[config.mk]
export PLATFORM = sky130hd
export DESIGN_NAME = spn16_block_cipher
export DESIGN_NICKNAME = d
export VERILOG_FILES = /design/src/design/spn16_pkg.sv /design/src/design/spn16_round_cell.sv /design/src/design/spn16_block_cipher.sv
export SDC_FILE = /design/constraint.sdc
export NUM_CORES = 1
export LEC_CHECK = 0
export ABC_AREA = 0
export BUFFER_PORTS_ARGS = -buffer_cell sky130_fd_sc_hd__buf_2
export CORE_UTILIZATION = 55
export CTS_BUF_LIST = sky130_fd_sc_hd__clkbuf_4 sky130_fd_sc_hd__clkbuf_8 sky130_fd_sc_hd__clkbuf_16
export DETAILED_ROUTE_END_ITERATION = 16
export GPL_ROUTABILITY_DRIVEN = 0
export PLACE_DENSITY = 0.84
export SYNTH_ARGS = -nofsm -noshare
export SYNTH_HDL_FRONTEND = slang
export SYNTH_SLANG_ARGS = --single-unit
[constraint.sdc]
create_clock -name clk -period 3.05 [get_ports clk]
set_input_delay 0.4575 -clock clk [delete_from_list [all_inputs] [get_ports clk]]
set_output_delay 0.4575 -clock clk [all_outputs]
set_load 0.02 [all_outputs]
[src/design/spn16_pkg.sv]
// Shared types and functions for the 16-bit SPN cipher.
// S-box tables, bit transposition and the per-cell control and key structs.
// No dependencies.
package spn16_pkg;

	localparam int BlockW  = 16;
	localparam int KeyW    = 32;
	localparam int NumCell = 4;

	localparam logic FUNC_ENC = 1'b0;
	localparam logic FUNC_DEC = 1'b1;

	typedef logic [BlockW-1:0] block_t;

	typedef struct packed {
		logic valid;
		logic func;
	} ctrl_t;

	// Keys and transposition enables seen by one round cell, for both directions.
	typedef struct packed {
		block_t enc_pre;
		block_t enc_post;
		logic   enc_perm;
		block_t dec_pre;
		block_t dec_post;
		logic   dec_perm;
	} round_keys_t;

	localparam logic [3:0] SBOX_FWD [16] = '{
		4'd14, 4'd4, 4'd13, 4'd1, 4'd2, 4'd15, 4'd11, 4'd8,
		4'd3, 4'd10, 4'd6, 4'd12, 4'd5, 4'd9, 4'd0, 4'd7
	};

	localparam logic [3:0] SBOX_INV [16] = '{
		4'd14, 4'd3, 4'd4, 4'd8, 4'd1, 4'd12, 4'd10, 4'd15,
		4'd7, 4'd13, 4'd9, 4'd6, 4'd11, 4'd2, 4'd0, 4'd5
	};

	localparam logic [3:0] BIT_DEST [16] = '{
		4'd0, 4'd4, 4'd8, 4'd12, 4'd1, 4'd5, 4'd9, 4'd13,
		4'd2, 4'd6, 4'd10, 4'd14, 4'd3, 4'd7, 4'd11, 4'd15
	};

	function automatic block_t sub_nibbles(input block_t v, input logic inv);
		block_t r;
		r = '0;
		for (int i = 0; i < 4; i++) begin
			if (inv)
				r[4*i +: 4] = SBOX_INV[v[4*i +: 4]];
			else
				r[4*i +: 4] = SBOX_FWD[v[4*i +: 4]];
		end
		return r;
	endfunction

	function automatic block_t transpose_bits(input block_t v);
		block_t r;
		r = '0;
		for (int i = 0; i < BlockW; i++)
			r[BIT_DEST[i]] = v[i];
		return r;
	endfunction

endpackage

[src/design/spn16_round_cell.sv]
// One round cell of the SPN pipeline: key mix, S-box layer, transposition.
// Holds one block and its operation; uses spn16_pkg.
module spn16_round_cell import spn16_pkg::*; (
	input  logic        clk,
	input  logic        arst_n,
	input  logic        load,
	input  ctrl_t       ctrl_in,
	input  block_t      data_in,
	input  round_keys_t keys,
	output ctrl_t       ctrl_out,
	output block_t      data_out
);

	ctrl_t  ctrl_q;
	block_t data_q;
	block_t result;

	// Encrypt: xor, sbox, transpose, xor. Decrypt: xor, transpose, inverse sbox, xor.
	always_comb begin
		block_t x;
		x = data_in ^ ((ctrl_in.func == FUNC_DEC) ? keys.dec_pre : keys.enc_pre);
		if (ctrl_in.func == FUNC_DEC && keys.dec_perm)
			x = transpose_bits(x);
		x = sub_nibbles(x, ctrl_in.func == FUNC_DEC);
		if (ctrl_in.func == FUNC_ENC && keys.enc_perm)
			x = transpose_bits(x);
		result = x ^ ((ctrl_in.func == FUNC_DEC) ? keys.dec_post : keys.enc_post);
	end

	always_ff @(posedge clk or negedge arst_n) begin
		if (!arst_n) begin
			ctrl_q <= '0;
		end else if (load) begin
			ctrl_q <= ctrl_in;
		end
	end

	always_ff @(posedge clk) begin
		if (load) begin
			data_q <= result;
		end
	end

	assign ctrl_out = ctrl_q;
	assign data_out = data_q;

endmodule

[src/design/spn16_block_cipher.sv]
// Top level of the 16-bit SPN block cipher: key register and a row of four round cells.
// Uses spn16_pkg and spn16_round_cell.
//
// Usage:
//   cfg channel (cfg_valid/cfg_ready/cfg_data) writes the 32-bit cipher key. cfg_ready is
//   always high; write only while no request is in flight, the cells read the key live.
//   Input channel (in_valid/in_ready) takes a request: func (0 encrypt, 1 decrypt) and
//   block_in. Output channel (out_valid/out_ready) returns block_out, in request order.
// Path: an accepted request passes through the registers of cells 0, 1, 2 and 3 in order,
//   one round per cell; the last cell's register is the output register, and out_valid
//   is its valid bit.
// Throughput: one request per cycle while out_ready is high.
// Stall: a cell holds its request while the one after it is full and cannot move;
//   empty cells still fill, so up to four requests are buffered while the receiver stalls.
// Reset: all cells empty, key cleared to zero.
module spn16_block_cipher import spn16_pkg::*; (
	input  logic        clk,
	input  logic        arst_n,
	input  logic        cfg_valid,
	output logic        cfg_ready,
	input  logic [31:0] cfg_data,
	input  logic        in_valid,
	output logic        in_ready,
	input  logic        func,
	input  logic [15:0] block_in,
	output logic        out_valid,
	input  logic        out_ready,
	output logic [15:0] block_out
);

	logic [KeyW-1:0] key_q;

	ctrl_t       ctrl  [NumCell+1];
	block_t      data  [NumCell+1];
	logic        load  [NumCell+1];
	round_keys_t keys  [NumCell];

	assign cfg_ready = 1'b1;

	always_ff @(posedge clk or negedge arst_n) begin
		if (!arst_n) begin
			key_q <= '0;
		end else if (cfg_valid && cfg_ready) begin
			key_q <= cfg_data;
		end
	end

	assign ctrl[0].valid = in_valid;
	assign ctrl[0].func  = func;
	assign data[0]       = block_in;

	// load[i] moves a request into cell i; load[NumCell] is the receiver taking one.
	assign load[NumCell] = out_ready;

	genvar s;
	generate
		for (s = 0; s < NumCell; s++) begin : g_cell
			localparam int EncShift = 16 - 4*s;
			localparam int DecShift = 4 + 4*s;

			assign load[s] = !ctrl[s+1].valid || load[s+1];

			// Encrypt uses K(s+1) up front, K5 after the last S-box layer.
			// Decrypt starts with K5, then K4, K3, K2, K1 after each inverse S-box layer.
			assign keys[s].enc_pre  = key_q[EncShift +: BlockW];
			assign keys[s].enc_post = (s == NumCell-1) ? key_q[BlockW-1:0] : '0;
			assign keys[s].enc_perm = (s != NumCell-1);
			assign keys[s].dec_pre  = (s == 0) ? key_q[BlockW-1:0] : '0;
			assign keys[s].dec_post = key_q[DecShift +: BlockW];
			assign keys[s].dec_perm = (s != 0);

			spn16_round_cell u_cell (
				.clk      (clk),
				.arst_n   (arst_n),
				.load     (load[s]),
				.ctrl_in  (ctrl[s]),
				.data_in  (data[s]),
				.keys     (keys[s]),
				.ctrl_out (ctrl[s+1]),
				.data_out (data[s+1])
			);
		end
	endgenerate

	assign in_ready  = load[0];
	assign out_valid = ctrl[NumCell].valid;
	assign block_out = data[NumCell];

endmodule
==> flow_summary.ini <==
[timing]
clock-skew-final_ns = 0.0165
timing.final.crit_share = 0.930
finalMaxSlewViolations = 0
hold_viol = 0
worstMarginPinSlew_ns = 1.14
period_needed_ns = 2.84
worst_slew_margin_rel = 0.232
rsz0062_at_grt = no
fmax_mhz = 353
setup_viol = 0

[critical_path]
crit_required_ns = 3.29
crit_path_end_kind = register
cp_max_fo = 17
arrival_ns = 3.08
rr_startpoint = key_q[20]$_DFFE_PN0P_
r2r_cells = 8
critPathKind = in -> reg
worstSetupStartpoint = func
r2r_setup_slack_ns = 0.23
startpoint_type = primary input

[synthesis]
synth.largest_area_cell = edfxtp_1
synth.area.top_cells = edfxtp_1, mux2i_1, xnor2_1
synth_edf_count = 64
synthesis.area_um2 = 11100
netlist_top_cells_count = xnor2_1, mux2i_1, nand2_1
synth.yosys.seq_area_share = 0.261
yosysTopAreaCellShare = 0.173
syn-num-nets = 1326
synth_ff_type = edfxtp_1
avgSynthCellArea_um2 = 9.24
async_flop_share = 0.379
synth.distinct_cells = 79
ys_seq_elements = 103
syn_inst = 1201
synthMostInstantiatedCell = xnor2_1
ys_warn_count = 0

[grt]
grt.total_usage = 0.285
grt.overflow.total = 0
grt_max_degree = 40
grt_pass1_wl_um = 45300
antenna_found_initial = 1
grt_pass1_vias = 8548

[detailed_routing]
drt_iter0_markers = 1024
vias_per_cell = 6.19
postRouteWirelength_um = 29500
drc = 0
wire_per_inst_um = 19.4
via_count = 9444
antenna_left = 0
drt_first_pass_iters = 6

[floorplanning]
die_y_um = 144
die_x_um = 144
rows = 51
ioPinCount = 73
core_area_um2 = 19600
start_util = 0.567
dieArea_um2 = 20800

[power]
power_density_nw_per_um2 = 1070
ir_drop_uv = 413
power.total_mw = 12.9
p_leak_nw = 5.14

[clock_tree]
h-tree-depth = 3
cts_root_buf = clkbuf_16
clk_latency_ns = 0.37
clock_sinks = 103
clock_path_buffers = 2
cts_buffers = 9
path_clk_slew_ns = 0.09
tritoncts = yes

[cells_and_area]
fin_util = 0.617
fin_cells = 1525
layout.nets = 1380
layout-drive-gt1-share = 0.198
seq_area_um2 = 2900
diodes = 0
fillers = 1530
multi_input_area_um2 = 7450
syn_to_final_growth_pct = 8.91
design_area_um2 = 12100

[worst_hold_path]
min_path_type = in -> async

[place]
dp.cells = 1509
post-dp-hpwl_um = 22200
io_buffers = 71
placed_area_um2 = 11800

[outcome]
run_status = finished clean

[run]
drv_cap = 0
-- through the flow --
stage	TNS [ns]	setup WS, ns	hold WS [ns]
detailed placement	-0.0704	-0.0594	0.476
global route	0	0.0835	0.288
global placement	0	0.0697	0.448
finish	0	0.214	0.238
CTS	0	0.155	0.254
floorplan	0	0.139	0.162
-- what timing repair did --
item                                    4_1_cts  5_1_grt
hold buffers                                  0        0
endpoints found under the setup margin        0        1
resized for setup                             0        1
setup buffers                                 0        0
-- cells in the final DEF (no fill, tap or decap), types with 7 or more instances in the layout --
cell,count
a21oi_1,64
nor2_1,44
mux2i_2,7
buf_4,66
edfxtp_1,64
o211ai_1,18
nor3_1,29
o21ai_1,13
nand2b_1,20
a31oi_1,7
a211oi_1,25
a2111oi_0,10
o21a_1,15
mux2i_1,106
dfrtp_1,38
clkbuf_16,9
inv_1,52
mux2_2,46
a21o_1,9
nor2b_1,8
ha_1,71
xnor2_1,117
xnor2_2,7
buf_2,71
o211a_1,7
xor2_1,45
o21ai_0,47
and3_1,7
nand3_1,17
nand2_1,92
-- registers in the layout, summed over array words and instances (netlist names) --
register	count
g_cell.u_cell.data_out	64
key_q	32
g_cell.u_cell.ctrl_out	7
-- worst max-delay path, stage by stage --
cell and delay, ns:
buf_2 0.39, buf_4 0.27, mux2i_1 0.12, xnor2_2 0.69, xor2_1 0.16, a2111oi_0 0.67, buf_4 0.22, a21o_1 0.09
-- worst paths after layout --
kind / end
max: g_cell[0].u_cell.data_out[7]$_DFFE_PP_
min: key_q[15]$_DFFE_PN0P_
max reg2reg: g_cell[0].u_cell.data_out[7]$_DFFE_PP_
min reg2reg: g_cell[1].u_cell.ctrl_out[1]$_DFFE_PN0P_
max in group asynchronous: key_q[16]$_DFFE_PN0P_
min in group clk: key_q[9]$_DFFE_PN0P_
-- power breakdown --
group | switching (mW) | internal [mW]
clock network | 0.613 | 0.594
registers | 0.609 | 2.24
logic | 4.97 | 3.90
total | 6.20 | 6.73
-- layout make-up --
type / count / share of cell area
clock buffers: 9 / 0.0186
flip-flops and latches: 103 / 0.240
clock inverters: 7 / 0.00652
repair buffers: 138 / 0.0720
multi-input cells: 942 / 0.616
inverters: 61 / 0.0192
well taps: 265 / 0.0274
-- logic make-up (layout without fill, tap and decap cells) --
| kind of cell | count (synthesis) | count (layout) | share of synthesized area |
|---|---|---|---|
| xor gates and xnor gates | 177 | 177 | 0.152 |
| other | 1 | 1 | 0.000338 |
| DFF | 103 | 103 | 0.261 |
| adders and majority gates | 71 | 71 | 0.0800 |
| and+or+nand+nor | 251 | 251 | 0.107 |
| AOI/OAI and AO/OA | 277 | 277 | 0.169 |
| buffers and inverters | 156 | 215 | 0.0676 |
| muxes | 165 | 165 | 0.163 |
-- per-layer routing --
| metal | vias to the layer above | global-route usage | wire, um |
|---|---|---|---|
| met5 | - | 0 | 0 |
| met4 | 0 | 0.110 | 1190 |
| li1 | 4389 | - | - |
| met3 | 100 | 0.0570 | 2780 |
| met2 | 521 | 0.451 | 13700 |
| met1 | 4434 | 0.382 | 11900 |
No activity file was read; power rests on OpenSTA's default activity.
